**config.mk**
```make
export PLATFORM = sky130hd
export DESIGN_NAME = delta_zigzag_run_frame_encoder
export DESIGN_NICKNAME = d
export VERILOG_FILES = /design/src/dzr_pkg.sv /design/src/dzr_front.sv /design/src/dzr_queue.sv /design/src/dzr_back.sv /design/src/delta_zigzag_run_frame_encoder.sv
export SDC_FILE = /design/constraint.sdc
export NUM_CORES = 1
export LEC_CHECK = 0
export ABC_CLOCK_PERIOD_IN_PS = 7200
export BUFFER_PORTS_ARGS = -buffer_cell sky130_fd_sc_hd__buf_2
export CORE_ASPECT_RATIO = 2
export CORE_MARGIN = 5
export CORE_UTILIZATION = 42
export DETAILED_ROUTE_END_ITERATION = 8
export GPL_ROUTABILITY_DRIVEN = 0
export PLACE_DENSITY_LB_ADDON = 0.2
export SYNTH_ARGS = -nofsm -noshare
export SYNTH_HDL_FRONTEND = slang
export SYNTH_SLANG_ARGS = --single-unit
export TNS_END_PERCENT = 100
```
**constraint.sdc**
```tcl
create_clock -name clk -period 7.2 [get_ports clk]
set_clock_uncertainty 0.1 [all_clocks]
set_input_delay 0.36 -clock clk [delete_from_list [all_inputs] [get_ports clk]]
set_output_delay 0.36 -clock clk [all_outputs]
set_load 0.01 [all_outputs]
```
**src/dzr_pkg.sv**
```systemverilog
// Shared types and constants for the delta / zero-run frame byte encoder.
`timescale 1ns / 1ps

package dzr_pkg;

  localparam logic [7:0] MAX_RUN  = 8'd255;
  localparam logic [7:0] RUN_MARK = 8'h00;
  localparam logic [7:0] ESCAPE   = 8'hFF;
  localparam int         MAX_STEP = 127;

  localparam int QUEUE_DEPTH = 2;
  localparam int QPTR_W      = $clog2(QUEUE_DEPTH);
  localparam int QCNT_W      = $clog2(QUEUE_DEPTH + 1);

  // Byte burst for one request, compacted: bytes[0..last_idx] are sent in order.
  typedef struct packed {
    logic [3:0][7:0] bytes;
    logic [1:0]      last_idx;
    logic            frame_last;
  } burst_t;

endpackage

```
**src/dzr_front.sv**
```systemverilog
// Front end: accepts cells, keeps the run counter and builds byte bursts.
`timescale 1ns / 1ps

module dzr_front (
  input  logic            clk,
  input  logic            rst_n,
  input  logic            cfg_wr_en,
  input  logic            cfg_wr_data,
  input  logic            in_valid,
  input  logic [7:0]      cur_value,
  input  logic [7:0]      prev_value,
  input  logic            frame_last,
  input  logic            q_full,
  output logic            in_ready,
  output logic            push,
  output dzr_pkg::burst_t push_burst
);

  logic       delta_mode_r;
  logic [7:0] run_count_r;
  logic [7:0] run_count_nxt;

  logic       match;
  logic [7:0] run_inc;
  logic       flush;
  logic [7:0] run_len;
  logic [1:0] n_data;
  logic [7:0] d0;
  logic [7:0] d1;
  logic       emit;
  logic       accept;

  logic signed [8:0] diff;
  logic signed [8:0] neg_diff;
  logic              small_step;
  logic [7:0]        zig;

  assign in_ready = !q_full;
  assign accept   = in_valid && in_ready;

  assign diff       = $signed({1'b0, cur_value}) - $signed({1'b0, prev_value});
  assign neg_diff   = -diff;
  assign small_step = (diff >= -9'sd127) && (diff <= 9'sd127);
  assign zig        = diff[8] ? {neg_diff[6:0], 1'b0} : ({diff[6:0], 1'b0} - 8'd1);

  assign match   = delta_mode_r ? (cur_value == prev_value) : (cur_value == 8'd0);
  assign run_inc = run_count_r + 8'd1;

  always_comb begin
    d0 = cur_value;
    d1 = cur_value;
    if (match) begin
      flush   = (run_inc >= dzr_pkg::MAX_RUN) || frame_last;
      run_len = run_inc;
      n_data  = 2'd0;
      emit    = flush;
    end else begin
      flush   = (run_count_r != 8'd0);
      run_len = run_count_r;
      emit    = 1'b1;
      if (!delta_mode_r) begin
        n_data = 2'd1;
      end else if (small_step) begin
        n_data = 2'd1;
        d0     = zig;
      end else begin
        n_data = 2'd2;
        d0     = dzr_pkg::ESCAPE;
      end
    end
  end

  always_comb begin
    push_burst.frame_last = frame_last;
    push_burst.bytes[0]   = d0;
    push_burst.bytes[1]   = d1;
    push_burst.bytes[2]   = d0;
    push_burst.bytes[3]   = d1;
    if (flush) begin
      push_burst.bytes[0] = dzr_pkg::RUN_MARK;
      push_burst.bytes[1] = run_len;
      push_burst.last_idx = n_data + 2'd1;
    end else begin
      push_burst.last_idx = n_data - 2'd1;
    end
  end

  assign push = accept && emit;

  always_comb begin
    run_count_nxt = run_count_r;
    if (accept) begin
      run_count_nxt = (match && !flush) ? run_inc : 8'd0;
    end
  end

  always_ff @(posedge clk) begin
    if (!rst_n) begin
      delta_mode_r <= 1'b1;
      run_count_r  <= 8'd0;
    end else begin
      if (cfg_wr_en) begin
        delta_mode_r <= cfg_wr_data;
      end
      run_count_r <= run_count_nxt;
    end
  end

endmodule

```
**src/dzr_queue.sv**
```systemverilog
// Short burst queue between front end and serialiser.
`timescale 1ns / 1ps

module dzr_queue (
  input  logic            clk,
  input  logic            rst_n,
  input  logic            push,
  input  dzr_pkg::burst_t push_burst,
  input  logic            pop,
  output logic            full,
  output logic            valid,
  output dzr_pkg::burst_t head
);

  dzr_pkg::burst_t                entry_r [dzr_pkg::QUEUE_DEPTH];
  logic [dzr_pkg::QPTR_W-1:0]     wr_ptr_r;
  logic [dzr_pkg::QPTR_W-1:0]     rd_ptr_r;
  logic [dzr_pkg::QCNT_W-1:0]     count_r;
  logic [dzr_pkg::QCNT_W-1:0]     count_nxt;

  assign full  = (count_r == dzr_pkg::QCNT_W'(dzr_pkg::QUEUE_DEPTH));
  assign valid = (count_r != '0);
  assign head  = entry_r[rd_ptr_r];

  always_comb begin
    count_nxt = count_r;
    if (push && !pop) begin
      count_nxt = count_r + 1'b1;
    end else if (pop && !push) begin
      count_nxt = count_r - 1'b1;
    end
  end

  always_ff @(posedge clk) begin
    if (!rst_n) begin
      wr_ptr_r <= '0;
      rd_ptr_r <= '0;
      count_r  <= '0;
    end else begin
      if (push) begin
        wr_ptr_r <= wr_ptr_r + 1'b1;
      end
      if (pop) begin
        rd_ptr_r <= rd_ptr_r + 1'b1;
      end
      count_r <= count_nxt;
    end
  end

  always_ff @(posedge clk) begin
    if (push) begin
      entry_r[wr_ptr_r] <= push_burst;
    end
  end

endmodule

```
**src/dzr_back.sv**
```systemverilog
// Back end: serialises queued bursts into the registered byte stream.
`timescale 1ns / 1ps

module dzr_back (
  input  logic            clk,
  input  logic            rst_n,
  input  logic            q_valid,
  input  dzr_pkg::burst_t q_head,
  output logic            pop,
  output logic            out_valid,
  input  logic            out_ready,
  output logic [7:0]      out_byte,
  output logic            item_last,
  output logic            frame_end
);

  logic       out_valid_r;
  logic [7:0] out_byte_r;
  logic       item_last_r;
  logic       frame_end_r;
  logic [1:0] idx_r;
  logic       load;
  logic       is_last;

  assign load    = !out_valid_r || out_ready;
  assign is_last = (idx_r == q_head.last_idx);
  assign pop     = load && q_valid && is_last;

  assign out_valid = out_valid_r;
  assign out_byte  = out_byte_r;
  assign item_last = item_last_r;
  assign frame_end = frame_end_r;

  always_ff @(posedge clk) begin
    if (!rst_n) begin
      out_valid_r <= 1'b0;
      idx_r       <= 2'd0;
    end else if (load) begin
      out_valid_r <= q_valid;
      if (q_valid) begin
        idx_r <= is_last ? 2'd0 : idx_r + 2'd1;
      end
    end
  end

  always_ff @(posedge clk) begin
    if (load && q_valid) begin
      out_byte_r  <= q_head.bytes[idx_r];
      item_last_r <= is_last;
      frame_end_r <= is_last && q_head.frame_last;
    end
  end

endmodule

```
**src/delta_zigzag_run_frame_encoder.sv**
```systemverilog
// Delta / zero-run frame byte encoder: top level.
// Usage:
//   in_*  : one cell per request. in_tdata = {prev_value, cur_value}, cur_value in
//           bits 7:0; in_tlast marks the frame's last cell.
//   out_* : one coded byte per request. out_tuser flags the last byte caused by
//           a cell, out_tlast flags the final byte of the coded frame.
//   cfg_* : cfg_wr_en writes cfg_wr_data into delta_mode (1 = delta coding,
//           0 = keyframe coding). Write only while the block is idle.
// Timing: a cell is accepted every cycle while the two-entry burst queue has
//   room; the first byte it causes passes through the queue entry and the
//   output register before it appears on out_*. The serialiser sends one byte
//   per cycle while out_tready allows it; a cell causes 0 to 4 bytes: one for a
//   zigzag byte or literal, two for an escape, two more when a run is flushed.
//   Cells that only extend a run cost nothing at the output.
// Reset: delta_mode is set, the run counter and queue are emptied, no byte
//   is pending. No clearing pass.
// Stall: with out_tready low the output byte holds, the queue fills and
//   in_tready drops; no byte is lost or repeated.
`timescale 1ns / 1ps

module delta_zigzag_run_frame_encoder (
  input  logic        clk,
  input  logic        rst_n,
  input  logic        cfg_wr_en,
  input  logic        cfg_wr_data,
  input  logic        in_tvalid,
  output logic        in_tready,
  input  logic [15:0] in_tdata,   // [7:0] cur_value, [15:8] prev_value
  input  logic        in_tlast,   // frame_last
  output logic        out_tvalid,
  input  logic        out_tready,
  output logic [7:0]  out_tdata,  // [7:0] out_byte
  output logic        out_tuser,  // [0] item_last
  output logic        out_tlast   // frame_end
);

  logic            q_full;
  logic            q_valid;
  logic            push;
  logic            pop;
  dzr_pkg::burst_t push_burst;
  dzr_pkg::burst_t q_head;

  dzr_front u_front (
    .clk        (clk),
    .rst_n      (rst_n),
    .cfg_wr_en  (cfg_wr_en),
    .cfg_wr_data(cfg_wr_data),
    .in_valid   (in_tvalid),
    .cur_value  (in_tdata[7:0]),
    .prev_value (in_tdata[15:8]),
    .frame_last (in_tlast),
    .q_full     (q_full),
    .in_ready   (in_tready),
    .push       (push),
    .push_burst (push_burst)
  );

  dzr_queue u_queue (
    .clk       (clk),
    .rst_n     (rst_n),
    .push      (push),
    .push_burst(push_burst),
    .pop       (pop),
    .full      (q_full),
    .valid     (q_valid),
    .head      (q_head)
  );

  dzr_back u_back (
    .clk      (clk),
    .rst_n    (rst_n),
    .q_valid  (q_valid),
    .q_head   (q_head),
    .pop      (pop),
    .out_valid(out_tvalid),
    .out_ready(out_tready),
    .out_byte (out_tdata),
    .item_last(out_tuser),
    .frame_end(out_tlast)
  );

endmodule

```
==> impl_metrics.yaml, run 1 <==
clocking:
  cts_max_level: 3
  clock_latency_ns: 0.33
  cts_tree: "done"
  cts-buffers-inserted: 9
  clock_sinks: 97
  cts_hold_buf: 0
  cts_root_buf: "clkbuf_16"
  cts.path.max_buffers: 2
  cts_resized: 0
  clk_pin_slew_ns: 0.07
  post_cts_buffers: 0
power:
  pwr-share-seq_pct: 45.0
  p_clk_share_pct: 26.5
  switching_share_pct: 29.2
  p_per_area_mw_per_mm2: 319
  fin_total_pwr_mw: 1.78
  power_frac_comb_pct: 28.6
  cellLeakagePower_nw: 1.97
  power.net_switching_uw: 521
  internal_power_mw: 1.26
  ir_drop_mv: 0.158
synthesis:
  yosys.area_share.simple_pct: 11.8
  synthAdderAreaFrac_pct: 4.38
  ys_ff_latch: 97
  synth_nets: 434
  synth_top_family_by_area: "simple AND/OR/NAND/NOR gates"
  synth_top_area_share_pct: 47.8
  synth_edf_count: 80
  synth_flop_cell: "edfxtp_1"
  yosys-mux-area-fraction_pct: 9.79
  syn_inst: 394
  async_flop_share_pct: 0
  synth_warnings: 0
  yosys.area.top_type: "edfxtp_1"
  synth_cell_types: 58
  synth_area_leaders: "edfxtp_1 (48%), mux4_2 (7.2%), dfxtp_1 (6.8%), ha_1 (4.0%), xnor2_1 (3.3%)"
  avgSynthCellArea_um2: 12.7
  synth_area_mm2: 0.00502
  synth_seq_area_share_pct: 54.6
  synth_compound_area_share_pct: 10.3
  synth-xor-area-share_pct: 5.58
timing:
  fin_setup_tns_ns: 0
  rsz0062_at_grt: "false"
  timing.final.ws_setup_ns: 3.85
  max_clock_freq_mhz: 299
  slew_violations: 0
  finalSetupViolCount: 0
  period_needed_ns: 3.35
  slew_headroom_pct: 28.4
  hold_viol: 0
  final.period_utilization_pct: 46.5
  worstMarginPinSlew_ns: 1.07
setup_path:
  cp.arrival_ns: 3.40
  r2r_cells: 8
  endpoint_kind: "flop"
  start_kind: "flop"
  criticalPathCategory: "flop to flop"
  r2r_setup_slack_ns: 3.85
  crit_fanout: 24
  cp.required_ns: 7.25
routing:
  drtIter0Drc: 184
  drt-wirelength-per-cell_um: 18.0
  first_pass_iters: 5
  final_antenna_net_count: 0
  routed_wl_mm: 10.3
  num_vias: 3211
  drc: 0
  routed_via_density: 5.58
global_route:
  grt_max_degree: 37
  grt_pass1_vias: 3323
  grt_overflow: 0
  antenna_found_initial: 0
  grt_use_total_pct: 15.2
  grt_pass1_wl_mm: 16.7
floorplan:
  die_area_mm2: 0.0144
  num_io_pins: 35
  fp-row-count: 56
  start_util_pct: 42.9
  core_mm2: 0.0117
  die_w_um: 87.3
  die_y_um: 165
worst_hold_path:
  holdPathStages: 2
  hold_path_class: "input port to flop"
layout:
  syn_to_final_growth_pct: 11.5
  final_common_cell: "edfxtp_1"
  final_cell_mix: "edfxtp_1 (80), buf_2 (34), nor2_1 (30)"
  final_nets: 465
  final_core_util_pct: 47.9
  n_antenna_cell: 0
  drive_gt1_share_pct: 21.4
run:
  drv_cap: 0
status:
  status: "finished clean"
place:
  dpl_worst_slack_ns: 3.55
  io_buffers: 34
  hpwlAfterDp_mm: 7.42
-- state kept, by name (all words and copies together) (netlist names), named ones only --
register and cells:
u_back.out_valid 1, u_queue.rd_ptr_r 1, u_queue.entry_r 70, u_back.idx_r 2, u_queue.wr_ptr_r 1, u_back.item_last 1, u_queue.count_r 2, u_front.delta_mode_r 1
u_back.frame_end 1, u_front.run_count_r 8, u_back.out_byte 8
-- power groups by stage --
stage | logic (mW) | clock network (mW) | registers, mW
global placement | 0.513 | 0 | 0.814
floorplan | 0.378 | 0 | 0.807
finish | 0.509 | 0.472 | 0.802
detailed placement | 0.519 | 0 | 0.818
CTS | 0.522 | 0.481 | 0.805
global route | 0.567 | 0.502 | 0.815
-- cells in the mapped netlist (4+ instances only) --
cell type,n
edfxtp_1,80
nor2_1,30
a21oi_1,20
nand2_1,19
xnor2_1,19
o21ai_0,18
dfxtp_1,17
inv_1,17
ha_1,16
mux4_2,16
nor2b_1,10
nor3_1,10
mux2_2,9
clkbuf_1,8
o21ai_2,8
and2_1,7
a31oi_1,5
and3_1,5
buf_2,5
nand3_1,5
xor2_1,5
a21boi_0,4
nand4_1,4
nor4_1,4
o211ai_1,4
-- cell families after synthesis --
family,after synthesis
muxes,28
AOI/OAI and AO/OA,78
and+or+nand+nor,111
adders and majority gates,17
buffers and inverters,36
DFF,97
xor gates and xnor gates,27
-- path summary, 6_finish.rpt --
kind                                        startpoint               endpoint
worst max-delay path            u_front.run_count_r[1]  u_queue.entry_r[1][5]
worst min-delay path                         cfg_wr_en   u_front.delta_mode_r
worst max register to register  u_front.run_count_r[1]  u_queue.entry_r[1][5]
worst min register to register      u_queue.count_r[1]     u_queue.count_r[1]
-- critical path, cell delays in order (launching register included) --
cell and delay [ns]:
dfxtp_1 0.44, ha_1 0.35, nand3_4 0.13, o21ai_0 0.24
a2111o_1 0.24, nor3b_4 0.40, or2_1 0.81, o21ai_0 0.20
a31oi_1 0.25
-- per-stage QoR --
| step | cells | instance area [um^2] | hold WS [ns] |
|---|---|---|---|
| after floorplan | 394 | 5020 | 0.359 |
| after global placement | 559 | 5310 | 0.407 |
| after detailed placement | 559 | 5310 | 0.437 |
| after CTS | 575 | 5600 | 0.130 |
| after global routing | 575 | 5600 | 0.154 |
| final | 575 | 5600 | 0.138 |
-- final cells by class --
cell class / instances / area [um^2]
multi-input cells: 261 / 2110
repair buffers: 39 / 208
well taps: 145 / 181
inverters: 17 / 63.8
clock buffers: 11 / 233
flip-flops and latches: 97 / 2740
fillers: 1038 / 6100
clock inverters: 5 / 63.8
-- layer usage --
metal	part of all wire (%)	GRT usage, %	vias to the layer above
met3	3.1	1.80	23
met2	56	28.5	77
li1	-	-	1538
met5	0	0	-
met1	37	16.7	1573
met4	3.1	6.91	0
(Power assumes the default switching activity.)
==> run 2, diff against run 1 <==
--- a/config.mk
+++ b/config.mk
@@ -5,7 +5,8 @@
 export SDC_FILE = /design/constraint.sdc
 export NUM_CORES = 1
 export LEC_CHECK = 0
-export ABC_CLOCK_PERIOD_IN_PS = 7200
+export ABC_AREA = 1
+export ABC_CLOCK_PERIOD_IN_PS = 3200
 export BUFFER_PORTS_ARGS = -buffer_cell sky130_fd_sc_hd__buf_2
 export CORE_ASPECT_RATIO = 2
 export CORE_MARGIN = 5
==> constraint.sdc (replaced) <==
create_clock -name clk -period 3.2 [get_ports clk]
set_clock_uncertainty 0.1 [all_clocks]
set_input_delay 0.16 -clock clk [delete_from_list [all_inputs] [get_ports clk]]
set_output_delay 0.16 -clock clk [all_outputs]
set_load 0.01 [all_outputs]
==> impl_metrics.yaml, run 2 <==
status:
  status: "finished clean"
timing:
  slew_violations: 0
  worstMarginPinSlew_ns: 0.490
  period_needed_ns: 2.88
  worst_hold_slack_ns: 0.0232
  rsz0062_at_grt: "false"
  timing.final.ws_setup_ns: 0.323
  slew_headroom_pct: 67.3
  fin_setup_tns_ns: 0
  hold_viol: 0
  finalSetupViolCount: 0
  max_clock_freq_mhz: 348
  final.period_utilization_pct: 89.9
setup_path:
  crit_fanout: 7
  start_kind: "input port"
  cp.required_ns: 3.17
  cp.arrival_ns: 2.85
  criticalPathCategory: "input port to flop"
  worst_r2r_endpoint: "u_queue.count_r[1]"
  r2r_cells: 13
  rr_startpoint: "u_front.run_count_r[1]"
  r2r_setup_slack_ns: 0.55
  endpoint_kind: "flop"
routing:
  met3_length_um: 302
  routed_wl_mm: 12.3
  first_pass_iters: 4
  drc: 0
  num_vias: 4142
  top_layer_used: "met4"
  met2_length_mm: 6.80
  drtIter0Drc: 240
  drt-wirelength-per-cell_um: 15.3
  wl_met1_mm: 4.61
  final_antenna_net_count: 0
  routed_via_density: 5.16
synthesis:
  async_flop_share_pct: 0
  synth_most_common_cell: "nand2_1"
  synth_compound_area_share_pct: 10.9
  synth_nets: 644
  synth_flop_cell: "edfxtp_1"
  synth_top_area_share_pct: 46.3
  yosys-mux-area-fraction_pct: 0
  synth_commonest_cells: "nand2_1 (127), nor2_1 (91), edfxtp_1 (80)"
  synth_area_leaders: "edfxtp_1 (46%), nand2_1 (9.2%), nor2_1 (6.6%), dfxtp_1 (6.6%), o21ai_0 (6.0%)"
  yosys.area_share.simple_pct: 22.6
  syn_inst: 604
  synth_top_family_by_area: "simple AND/OR/NAND/NOR gates"
  synth-xor-area-share_pct: 2.00
  yosys.area.top_type: "edfxtp_1"
  synth_seq_area_share_pct: 52.9
  avgSynthCellArea_um2: 8.59
  synth_edf_count: 80
  ys_ff_latch: 97
  synth_area_mm2: 0.00519
  synth_warnings: 0
  synth_cell_types: 40
  synthAdderAreaFrac_pct: 4.24
place:
  dpl_worst_slack_ns: 0.0274
  hpwlAfterDp_mm: 9.38
  io_buffers: 34
  dp_cells: 776
global_route:
  grt_pass1_vias: 4231
  grt_use_total_pct: 17.7
  grt_pass1_wl_mm: 20.1
  antenna_found_initial: 0
  grt_max_degree: 36
  grt_overflow: 0
floorplan:
  die_area_mm2: 0.0148
  fp-row-count: 57
  die_w_um: 88.6
  die_y_um: 167
  num_io_pins: 35
  start_util_pct: 42.8
  core_mm2: 0.0121
layout:
  largest_register_ffs: 70
  multi_input_area_mm2: 0.00207
  drive_gt1_share_pct: 11.8
  n_antenna_cell: 0
  final_cell_mix: "nand2_1 (127), nor2_1 (90), edfxtp_1 (80)"
  seq_area_mm2: 0.00274
  top_register: "u_queue.entry_r"
  fillers: 1209
  final_common_cell: "nand2_1"
  syn_to_final_growth_pct: 14.3
  final_nets: 690
  fin_cells: 802
power:
  fin_total_pwr_mw: 4.37
  p_per_area_mw_per_mm2: 737
  cellLeakagePower_nw: 2.50
  ir_drop_mv: 0.418
worst_hold_path:
  min_to: "u_back.out_valid"
  holdPathStages: 4
  hold_path_class: "input port to flop"
  min_from: "out_tready"
clocking:
  post_cts_buffers: 0
  cts_tree: "done"
  clock_sinks: 97
  cts.path.max_buffers: 2
  cts-buffers-inserted: 9
  clk_pin_slew_ns: 0.07
  cts_root_buf: "clkbuf_16"
  clock_latency_ns: 0.34
  cts_max_level: 3
run:
  drv_cap: 0
run 2: changes by cell type after synthesis, moves of 7 or more:
cell	delta
and2_1	-7
inv_1	+56
mux2_2	-9
mux4_2	-16
nand2_1	+108
nand3_1	+27
nor2_1	+61
nor2b_1	-10
o21ai_0	+44
o21ai_2	-7
o22ai_1	+8
xnor2_1	-18
run 2: critical path, cell delays in order:
cell and delay [ns]:
dlygate4sd3_1 0.53, buf_2 0.16, ha_1 0.39, a21oi_1 0.25
nand2_1 0.15, nand2_1 0.11, nand2_1 0.05, nand2_1 0.05
nand2_1 0.10, nor2_1 0.13, nand3_1 0.08, nand2_1 0.15
nand2_2 0.12, o21ai_0 0.30, nor2_1 0.12
run 2: area by class of cell:
cell class | instances | area share (%)
sequential | 97 | 46.3
multi-input combinational | 411 | 34.9
timing repair buffer | 52 | 5.78
inverter | 79 | 5.04
clock buffer | 9 | 3.80
tap | 147 | 3.10
clock inverter | 7 | 1.08
run 2: metal layers:
layer / GRT usage (%) / up-vias
met3: 2.70 / 36
met5: 0 / -
li1: - / 2106
met1: 18.3 / 1920
met2: 32.5 / 80
met4: 9.74 / 0
run 2: what timing repair did:
item / in CTS / in global routing
endpoints found under the hold margin: 17 / 0
setup endpoints to repair: 0 / 7
hold buffers: 10 / 0
gates resized for setup: 0 / 3
run 2: per-stage QoR:
step / area (um^2) / util (%)
after floorplan: 5190 / -
after global placement: 5530 / 45.6
after detailed placement: 5530 / 45.6
after CTS: 5920 / 48.9
after global routing: 5930 / 48.9
final: 5930 / 48.9
run 2: how the worst max path moves through the flow:
| stage | start | to | slack [ns] | cells past startpoint |
|---|---|---|---|---|
| final | in_tdata[2] | u_queue.entry_r[1][6] | 0.32 | 15 |
| after global placement | in_tdata[0] | u_queue.entry_r[1][10] | 0.10 | 16 |
| after detailed placement | in_tdata[0] | u_queue.entry_r[1][26] | 0.03 | 16 |
| after CTS | in_tdata[2] | u_queue.entry_r[0][26] | 0.20 | 15 |
| after global routing | in_tdata[5] | u_queue.count_r[1] | 0.02 | 15 |
| after floorplan | u_front.run_count_r[1] | u_queue.entry_r[0][0] | 0.36 | 8 |
run 2: kinds of logic (layout without fill, tap and decap cells):
logic type               after synthesis  count (layout)
buffers and inverters                 96             147
XOR/XNOR                              11              11
adder cells (fa/ha/maj)               17              17
AO/OA/AOI/OAI                        106             106
flip-flops                            97              97
AND/OR/NAND/NOR                      277             277
run 2: where the power goes:
part	internal (mW)	switching, mW	leakage, nW
Combinational	0.474	0.998	1.48
Clock	0.542	0.493	0.136
Sequential	1.78	0.0845	0.891
Total	2.79	1.58	2.50
